===== src/sv/binomial_mod_prime_macros.svh =====
// Assertion macros for the binomial_mod_prime block.
`ifndef BINOMIAL_MOD_PRIME_MACROS_SVH
`define BINOMIAL_MOD_PRIME_MACROS_SVH

// Same-cycle implication, checked outside reset.
`define BMP_ASSERT_IMPL(name, ante, cons) \
	name: assert property (@(posedge clk) disable iff (!arst_n) (ante) |-> (cons)) \
		else $error("binomial_mod_prime: same-cycle check failed");

// Next-cycle implication, checked outside reset.
`define BMP_ASSERT_NEXT(name, ante, cons) \
	name: assert property (@(posedge clk) disable iff (!arst_n) (ante) |=> (cons)) \
		else $error("binomial_mod_prime: next-cycle check failed");

`endif


===== src/sv/bmp_pkg.sv =====
// Shared constants, types and command/status structs of the binomial block.
`default_nettype none

package bmp_pkg;

	localparam int MODULUS = 10007;
	localparam int IN_W    = 14;
	localparam int OUT_W   = 14;
	localparam int RES_W   = $clog2(MODULUS);
	localparam int OP_W    = (RES_W > IN_W) ? RES_W : IN_W;
	localparam int P_W     = 2 * OP_W;
	// Barrett reduction: SHIFT makes the quotient estimate exact for any P_W-bit product
	localparam int SHIFT   = P_W + RES_W + 1;
	localparam int R_W     = SHIFT - RES_W + 2;
	localparam int PR_W    = P_W + R_W;
	localparam int Q_W     = PR_W - SHIFT;

	localparam longint unsigned RECIP_L =
		((64'd1 << SHIFT) + 64'(MODULUS) - 64'd1) / 64'(MODULUS);

	localparam logic [R_W-1:0]   RECIP    = R_W'(RECIP_L);
	localparam logic [P_W-1:0]   MOD_P    = P_W'(MODULUS);
	localparam logic [RES_W-1:0] MOD_MAX  = RES_W'(MODULUS - 1);
	localparam logic [RES_W-1:0] RES_ONE  = RES_W'(1);
	localparam logic [OP_W-1:0]  OP_ONE   = OP_W'(1);
	// Fermat exponent for the inverse
	localparam logic [RES_W-1:0] EXPONENT = RES_W'(MODULUS - 2);

	typedef enum logic [2:0] {
		OP_REDUCE  = 3'd0,
		OP_NUM     = 3'd1,
		OP_DEN     = 3'd2,
		OP_EXP_MUL = 3'd3,
		OP_EXP_SQR = 3'd4,
		OP_FINAL   = 3'd5
	} op_t;

	typedef struct packed {
		logic issue;
		op_t  op;
		logic load_in;
		logic step_fac;
		logic step_exp;
		logic load_out;
	} cmd_t;

	typedef struct packed {
		logic cnt_zero;
		logic exp_bit;
		logic exp_done;
		logic out_free;
		logic pipe_idle;
	} sts_t;

endpackage

`default_nettype wire


===== src/sv/binomial_mod_prime.sv =====
// Top level of binomial_mod_prime: C(total_count, choose_count) reduced modulo the prime
// MODULUS (10007). Each input beat carries a pair (n, k) and yields exactly one output
// beat. A chosen count above the total gives 0; otherwise k is folded to min(k, n - k)
// and the numerator product n*(n-1)*... and the denominator product 1*2*...*k are built
// side by side, each factor reduced modulo the prime. Rather than inverting every
// denominator factor, the whole denominator product is inverted once by Fermat
// square-and-multiply (power MODULUS - 2), which gives the same residue, 0 included when
// a denominator factor is a multiple of the prime. Totals at or above the prime use the
// same product formula with every numerator factor reduced. All arithmetic runs through
// one three-stage modular multiplier (product, Barrett quotient, exact remainder), whose
// latency sets the pace of each factor and each exponent bit. The controller takes no
// new pair before it is through with the last one, and an item may also wait for the
// output register. in_ready is high only while the controller is idle; the result sits
// in an output register, so a new pair is taken while the previous result still waits,
// and the controller holds its next result until that register is free.
`default_nettype none
`include "binomial_mod_prime_macros.svh"

module binomial_mod_prime (
	input  wire logic                      clk,
	input  wire logic                      arst_n,
	input  wire logic                      in_valid,
	output logic                           in_ready,
	input  wire logic [bmp_pkg::IN_W-1:0]  total_count,
	input  wire logic [bmp_pkg::IN_W-1:0]  choose_count,
	output logic                           out_valid,
	input  wire logic                      out_ready,
	output logic [bmp_pkg::OUT_W-1:0]      binomial_residue
);
	import bmp_pkg::*;

	cmd_t cmd;
	sts_t sts;

	// sequencing of the multiplier and counters
	bmp_ctrl u_ctrl (
		.clk      (clk),
		.arst_n   (arst_n),
		.in_valid (in_valid),
		.sts      (sts),
		.in_ready (in_ready),
		.cmd      (cmd)
	);

	// operands, multiplier, counters and the output register
	bmp_datapath u_datapath (
		.clk              (clk),
		.arst_n           (arst_n),
		.cmd              (cmd),
		.total_count      (total_count),
		.choose_count     (choose_count),
		.out_ready        (out_ready),
		.sts              (sts),
		.out_valid        (out_valid),
		.binomial_residue (binomial_residue)
	);

	// idle controller means nothing is left in flight in the multiplier
	`BMP_ASSERT_IMPL(a_idle_pipe_empty, in_ready, sts.pipe_idle)
	// an accepted beat moves the controller out of idle straight away
	`BMP_ASSERT_NEXT(a_accept_leaves_idle, in_valid && in_ready, !in_ready)
	// never overwrite a result that has not been taken
	`BMP_ASSERT_IMPL(a_load_needs_room, cmd.load_out, !out_valid || out_ready)
	// a delivered residue is always reduced
	`BMP_ASSERT_IMPL(a_residue_reduced, out_valid, int'(binomial_residue) < MODULUS)

endmodule

`default_nettype wire


===== src/sv/bmp_modmul.sv =====
// Three-stage pipelined modular multiplier with Barrett reduction.
`default_nettype none

module bmp_modmul (
	input  wire logic                    clk,
	input  wire logic                    arst_n,
	input  wire logic                    issue,
	input  wire bmp_pkg::op_t            op,
	input  wire logic [bmp_pkg::OP_W-1:0] a,
	input  wire logic [bmp_pkg::OP_W-1:0] b,
	output logic                         res_vld,
	output bmp_pkg::op_t                 res_op,
	output logic [bmp_pkg::RES_W-1:0]    res,
	output logic                         idle
);
	import bmp_pkg::*;

	logic           vld_s1, vld_s2;
	op_t            op_s1, op_s2;
	logic [P_W-1:0] p_s1, p_s2;
	logic [Q_W-1:0] q_s2;
	logic [PR_W-1:0] pr;
	logic [P_W-1:0] rem;

	always_ff @(posedge clk or negedge arst_n) begin
		if (!arst_n) begin
			vld_s1 <= 1'b0;
			vld_s2 <= 1'b0;
		end else begin
			vld_s1 <= issue;
			vld_s2 <= vld_s1;
		end
	end

	assign pr = PR_W'(p_s1) * PR_W'(RECIP);

	always_ff @(posedge clk) begin
		p_s1  <= P_W'(a) * P_W'(b);
		op_s1 <= op;
		p_s2  <= p_s1;
		q_s2  <= pr[PR_W-1:SHIFT];
		op_s2 <= op_s1;
	end

	// quotient is exact, so one subtract leaves the residue
	assign rem     = p_s2 - P_W'(q_s2) * MOD_P;
	assign res     = rem[RES_W-1:0];
	assign res_vld = vld_s2;
	assign res_op  = op_s2;
	assign idle    = !vld_s1 && !vld_s2;

endmodule

`default_nettype wire


===== src/sv/bmp_datapath.sv =====
// Datapath: operand registers, factor counters, exponent shifter, output register.
`default_nettype none

module bmp_datapath (
	input  wire logic                     clk,
	input  wire logic                     arst_n,
	input  wire bmp_pkg::cmd_t            cmd,
	input  wire logic [bmp_pkg::IN_W-1:0] total_count,
	input  wire logic [bmp_pkg::IN_W-1:0] choose_count,
	input  wire logic                     out_ready,
	output bmp_pkg::sts_t                 sts,
	output logic                          out_valid,
	output logic [bmp_pkg::OUT_W-1:0]     binomial_residue
);
	import bmp_pkg::*;

	logic [IN_W-1:0]  n_q, cnt_q;
	logic [RES_W-1:0] num_q, den_q, inv_q, nfac_q, dfac_q, exp_sr_q;
	logic [OUT_W-1:0] res_q;
	logic             out_vld_q;

	logic [IN_W:0]    diff;
	logic             k_gt;
	logic [IN_W-1:0]  n_minus_k, k_eff;

	logic [OP_W-1:0]  opa, opb;
	logic             mm_vld, mm_idle;
	op_t              mm_op;
	logic [RES_W-1:0] mm_res;

	// fold the chosen count onto the smaller side
	assign diff      = {1'b0, total_count} - {1'b0, choose_count};
	assign k_gt      = diff[IN_W];
	assign n_minus_k = diff[IN_W-1:0];
	assign k_eff     = k_gt ? '0 : ((choose_count > n_minus_k) ? n_minus_k : choose_count);

	always_comb begin
		opa = '0;
		opb = '0;
		case (cmd.op)
			OP_REDUCE: begin
				opa = OP_W'(n_q);
				opb = OP_ONE;
			end
			OP_NUM: begin
				opa = OP_W'(num_q);
				opb = OP_W'(nfac_q);
			end
			OP_DEN: begin
				opa = OP_W'(den_q);
				opb = OP_W'(dfac_q);
			end
			OP_EXP_MUL: begin
				opa = OP_W'(inv_q);
				opb = OP_W'(den_q);
			end
			OP_EXP_SQR: begin
				opa = OP_W'(den_q);
				opb = OP_W'(den_q);
			end
			OP_FINAL: begin
				opa = OP_W'(num_q);
				opb = OP_W'(inv_q);
			end
			default: begin
				opa = '0;
				opb = '0;
			end
		endcase
	end

	bmp_modmul u_modmul (
		.clk     (clk),
		.arst_n  (arst_n),
		.issue   (cmd.issue),
		.op      (cmd.op),
		.a       (opa),
		.b       (opb),
		.res_vld (mm_vld),
		.res_op  (mm_op),
		.res     (mm_res),
		.idle    (mm_idle)
	);

	always_ff @(posedge clk) begin
		if (cmd.load_in) begin
			n_q      <= total_count;
			cnt_q    <= k_eff;
			num_q    <= k_gt ? '0 : RES_ONE;
			den_q    <= RES_ONE;
			inv_q    <= RES_ONE;
			dfac_q   <= RES_ONE;
			exp_sr_q <= EXPONENT;
		end else begin
			if (cmd.step_fac) begin
				cnt_q  <= cnt_q - IN_W'(1);
				nfac_q <= (nfac_q == '0) ? MOD_MAX : nfac_q - RES_ONE;
				dfac_q <= (dfac_q == MOD_MAX) ? '0 : dfac_q + RES_ONE;
			end
			if (cmd.step_exp) begin
				exp_sr_q <= exp_sr_q >> 1;
			end
			if (mm_vld) begin
				case (mm_op)
					OP_REDUCE:  nfac_q <= mm_res;
					OP_NUM:     num_q  <= mm_res;
					OP_FINAL:   num_q  <= mm_res;
					OP_DEN:     den_q  <= mm_res;
					OP_EXP_SQR: den_q  <= mm_res;
					OP_EXP_MUL: inv_q  <= mm_res;
					default:    inv_q  <= inv_q;
				endcase
			end
		end
		if (cmd.load_out) begin
			res_q <= OUT_W'(num_q);
		end
	end

	always_ff @(posedge clk or negedge arst_n) begin
		if (!arst_n) begin
			out_vld_q <= 1'b0;
		end else if (cmd.load_out) begin
			out_vld_q <= 1'b1;
		end else if (out_ready) begin
			out_vld_q <= 1'b0;
		end
	end

	assign sts.cnt_zero  = (cnt_q == '0);
	assign sts.exp_bit   = exp_sr_q[0];
	assign sts.exp_done  = (exp_sr_q == '0);
	assign sts.out_free  = !out_vld_q || out_ready;
	assign sts.pipe_idle = mm_idle;

	assign out_valid        = out_vld_q;
	assign binomial_residue = res_q;

endmodule

`default_nettype wire


===== src/sv/bmp_ctrl.sv =====
// Controller: sequences reduction, factor products, Fermat inverse and final product.
`default_nettype none

module bmp_ctrl (
	input  wire logic          clk,
	input  wire logic          arst_n,
	input  wire logic          in_valid,
	input  wire bmp_pkg::sts_t sts,
	output logic               in_ready,
	output bmp_pkg::cmd_t      cmd
);
	import bmp_pkg::*;

	typedef enum logic [15:0] {
		S_IDLE       = 16'h0001,
		S_RED        = 16'h0002,
		S_RED_W1     = 16'h0004,
		S_RED_W2     = 16'h0008,
		S_FAC_NUM    = 16'h0010,
		S_FAC_DEN    = 16'h0020,
		S_FAC_GAP    = 16'h0040,
		S_EXP_SETTLE = 16'h0080,
		S_EXP_MUL    = 16'h0100,
		S_EXP_SQR    = 16'h0200,
		S_EXP_W1     = 16'h0400,
		S_EXP_W2     = 16'h0800,
		S_FIN_MUL    = 16'h1000,
		S_FIN_W1     = 16'h2000,
		S_FIN_W2     = 16'h4000,
		S_FIN_OUT    = 16'h8000
	} state_t;

	state_t state_q, state_d;

	always_ff @(posedge clk or negedge arst_n) begin
		if (!arst_n) begin
			state_q <= S_IDLE;
		end else begin
			state_q <= state_d;
		end
	end

	assign in_ready = (state_q == S_IDLE);

	always_comb begin
		state_d      = state_q;
		cmd          = '0;
		cmd.op       = OP_NUM;
		case (state_q)
			S_IDLE: begin
				cmd.load_in = in_valid;
				if (in_valid) state_d = S_RED;
			end
			S_RED: begin
				cmd.issue = 1'b1;
				cmd.op    = OP_REDUCE;
				state_d   = S_RED_W1;
			end
			S_RED_W1: state_d = S_RED_W2;
			S_RED_W2: state_d = sts.cnt_zero ? S_EXP_MUL : S_FAC_NUM;
			S_FAC_NUM: begin
				cmd.issue = 1'b1;
				cmd.op    = OP_NUM;
				state_d   = S_FAC_DEN;
			end
			S_FAC_DEN: begin
				cmd.issue    = 1'b1;
				cmd.op       = OP_DEN;
				cmd.step_fac = 1'b1;
				state_d      = S_FAC_GAP;
			end
			// numerator and denominator products are both back in time for the next factor
			S_FAC_GAP:    state_d = sts.cnt_zero ? S_EXP_SETTLE : S_FAC_NUM;
			S_EXP_SETTLE: state_d = S_EXP_MUL;
			S_EXP_MUL: begin
				cmd.issue = sts.exp_bit;
				cmd.op    = OP_EXP_MUL;
				state_d   = S_EXP_SQR;
			end
			S_EXP_SQR: begin
				cmd.issue    = 1'b1;
				cmd.op       = OP_EXP_SQR;
				cmd.step_exp = 1'b1;
				state_d      = S_EXP_W1;
			end
			S_EXP_W1: state_d = S_EXP_W2;
			S_EXP_W2: state_d = sts.exp_done ? S_FIN_MUL : S_EXP_MUL;
			S_FIN_MUL: begin
				cmd.issue = 1'b1;
				cmd.op    = OP_FINAL;
				state_d   = S_FIN_W1;
			end
			S_FIN_W1: state_d = S_FIN_W2;
			S_FIN_W2: state_d = S_FIN_OUT;
			S_FIN_OUT: begin
				// hold until the output register has room
				cmd.load_out = sts.out_free;
				if (sts.out_free) state_d = S_IDLE;
			end
			default: state_d = S_IDLE;
		endcase
	end

endmodule

`default_nettype wire

===== config.mk =====
export PLATFORM = sky130hd
export DESIGN_NAME = binomial_mod_prime
export DESIGN_NICKNAME = d
export VERILOG_FILES = /design/src/sv/bmp_pkg.sv /design/src/sv/binomial_mod_prime.sv /design/src/sv/bmp_modmul.sv /design/src/sv/bmp_datapath.sv /design/src/sv/bmp_ctrl.sv
export VERILOG_INCLUDE_DIRS = /design/src /design/src/sv
export SDC_FILE = /design/constraint.sdc
export NUM_CORES = 2
export LEC_CHECK = 0
export BUFFER_PORTS_ARGS = -buffer_cell sky130_fd_sc_hd__buf_2
export CAP_MARGIN = 15
export CORE_MARGIN = 1.5
export CORE_UTILIZATION = 42
export CTS_CLUSTER_SIZE = 40
export DETAILED_ROUTE_END_ITERATION = 10
export PLACE_DENSITY = 0.67
export SKIP_CTS_REPAIR_TIMING = 1
export SLEW_MARGIN = 30
export SYNTH_ARGS = -nofsm -noshare
export SYNTH_HDL_FRONTEND = slang
export SYNTH_HIERARCHICAL = 1
export SYNTH_SLANG_ARGS = --single-unit

===== constraint.sdc =====
create_clock -name clk -period 18.77 [get_ports clk]
set_clock_uncertainty 0.05 [all_clocks]
set_input_delay 0 -clock clk [delete_from_list [all_inputs] [get_ports clk]]
set_output_delay 0 -clock clk [all_outputs]
set_load 0.005 [all_outputs]

==> impl_summary.log <==
INFO  metric slew_headroom = 38.90%
INFO  metric fill_cells = about 6800
INFO  metric clockBufferDepth = 3
INFO  metric cts_tree = yes
INFO  metric gp_congestion = ~0.91
INFO  metric grt-ovfl-total = 0
INFO  metric dieArea = approximately 0.074 mm²
INFO  metric grt.met1_usage = about a quarter
INFO  metric syn_area_per_cell = slightly below 10 µm²
INFO  metric period_minus_slack = approximately 9.1 ns
INFO  metric grt_pass1_vias = 22010
INFO  metric rsz0062_at_grt = false
INFO  metric cp-end-kind = register
INFO  metric critPathMostFrequentCell = fa_1
INFO  metric synth.cell_area = 0.03042 mm²
INFO  metric start_util = 42.48%
INFO  metric routed_wl = 73250 µm
INFO  metric grt_util_all_layers = between 20% and 30%
INFO  metric finalNetCount = 4155
INFO  metric criticalPathCategory = reg2reg
INFO  metric largestRegisters = u_datapath/u_modmul/p_s1 x28, u_ctrl/state_q x16
INFO  metric gr-max-usage-layer = met2
INFO  metric clock_sinks = 207
INFO  metric timing.final.crit_share = 48.26%
INFO  metric largest_register_ffs = 28
INFO  metric synthesis.instances = 3093
INFO  metric number_of_antenna_violations_at_the_first_check_in_global_routing = 0
INFO  metric chipHeight = roughly 270 µm
INFO  metric routed_via_density = 5.123
INFO  metric via_count = 21130
INFO  metric num_io_pins = 48
INFO  metric drt_drc_violations_left = 0
INFO  metric routed_wire_length_per_instance = around 18 µm
INFO  metric achievable-frequency = between 100 and 150 MHz
INFO  metric worstSetupStartpointType = register
INFO  metric final_antenna_net_count = 0
INFO  metric met2_usage = a little over a third
INFO  metric clock_tree.root_cell = clkbuf_16
INFO  metric h-tree-depth = 1
INFO  metric clkTransAtPathRegs = approximately 0.060 ns
INFO  metric critical_path_required = around 19 ns
INFO  metric finalSetupViolations = 0
INFO  metric slowest_cell_delay_on_critical_path = ~0.71 ns
INFO  metric reg2reg_slack = 9.71 ns
INFO  metric count_of_antenna_diodes_in_the_layout = 0
INFO  metric met3_track_demand_over_resource_in_global_routing = 1.904%
INFO  metric cp_data_arrival_time = 9.43 ns
INFO  metric portBuffers = 47
INFO  metric dp_hpwl = 62150 µm
INFO  metric yosys_warnings = 6
INFO  metric regArea = 0.004941 mm²
INFO  metric grt_start_max_net_pins = 52
INFO  metric initialDrtViolationCount = 1293
INFO  metric min_path_type = in2reg
INFO  metric critical_path.slowest_cell = nor2b_1
INFO  metric worstPathMaxFanout = 14
INFO  metric drt_first_pass_iters = 6
INFO  metric result_of_the_run = complete, but fails checks
INFO  metric failed_checks = hold timing
INFO  metric area_growth = 7.913%
INFO  metric post_route_cells_drive_above_1_share = 5.228%
INFO  metric max_cap_viol_count = 0
INFO  metric cts_inserted_buffers = 22
INFO  metric report.final.hold_viol_count = 1
INFO  metric combined_area_of_the_multi_input_logic_cells = about 0.023 mm²
INFO  metric fin_hold_ws = -0.005216 ns
INFO  metric grt_first_pass_wirelength = 118200 µm
INFO  metric largest-register = u_datapath/u_modmul/p_s1
INFO  metric totalNegativeSetupSlack = 0 ns
INFO  metric mappedNetlistNets = 4089
INFO  metric worst_pin_slew = 0.9131 ns
INFO  metric core_area = ~0.07 mm²
INFO  metric placement_rows = 98
INFO  metric die_width = 272.1 µm
INFO  metric clk_latency_worst_skew_pair = about 0.55 ns
INFO  metric slew_viol_final = 0
cell type report:
class                      count  share of cell area, %
multi-input combinational   2112                  68.77
sequential                   207                  15.05
inverter                     706                  8.072
tap                          950                  3.621
timing repair buffer         110                  2.397
clock buffer                  32                  1.887
clock inverter                 8                 0.2058
routing by layer:
layer  share of wire [%]  vias up
li1                    -    10090
met1                  43    10420
met2                  49      517
met3                 4.6      113
met4                 3.0        0
met5                   0        -
critical path: cells and delay by family, from the launching register on:
family	cells	cell delay, ns
flops	1	0.46
simple gates	7	2.08
compound gates	10	2.74
xor+xnor	1	0.13
fa+ha+maj	7	3.29
buf+inv	3	0.16
per-stage QoR:
| stage | instance area (µm²) | std cells | setup WS (ns) | utilization (%) |
|---|---|---|---|---|
| final | 32830 | 4125 | 9.712 | 45.85 |
| after global routing | 32830 | 4125 | 8.897 | 45.85 |
| after CTS | 32520 | 4094 | 9.712 | 45.41 |
| after detailed placement | 31830 | 4054 | 9.744 | 44.45 |
| after global placement | 31830 | 4054 | 9.930 | 44.45 |
| after floorplan | 30420 | 3093 | 10.52 | - |
path summary, 6_finish.rpt:
kind	cells after the start	to	start
max	28	u_datapath/u_modmul/p_s1[27]$_DFF_P_	u_ctrl/state_q[13]$_DFFE_PN0P_
min	4	u_datapath/cnt_q[0]$_DFFE_PP_	choose_count[0]
max in group asynchronous	4	u_ctrl/state_q[5]$_DFFE_PN0P_	arst_n
min reg2reg	0	u_datapath/u_modmul/res_op[0]$_DFF_P_	u_datapath/u_modmul/op_s1[0]$_DFF_P_
min in group asynchronous	3	u_ctrl/state_q[0]$_DFFE_PN1P_	arst_n
max reg2reg	28	u_datapath/u_modmul/p_s1[27]$_DFF_P_	u_ctrl/state_q[13]$_DFFE_PN0P_
placed cells by master, fill, tap and decap left out, drive strengths merged, types with 18 or more instances in the layout:
cell type      n
nand2        231
a21oi         89
inv          706
xnor2         74
nand4         25
nor2         117
edfxtp        70
a22oi         43
nor3          29
dfxtp        118
xor2          45
a21o          27
clkbuf        32
fa           454
dlygate4sd3   30
and2          83
mux2i         28
buf           80
o21ai         66
nor2b         21
ha           510
nand3         42
dfrtp         18
Power is not shown: default switching activity piles up to over one toggle a cycle in this logic, so the estimate is an artifact.
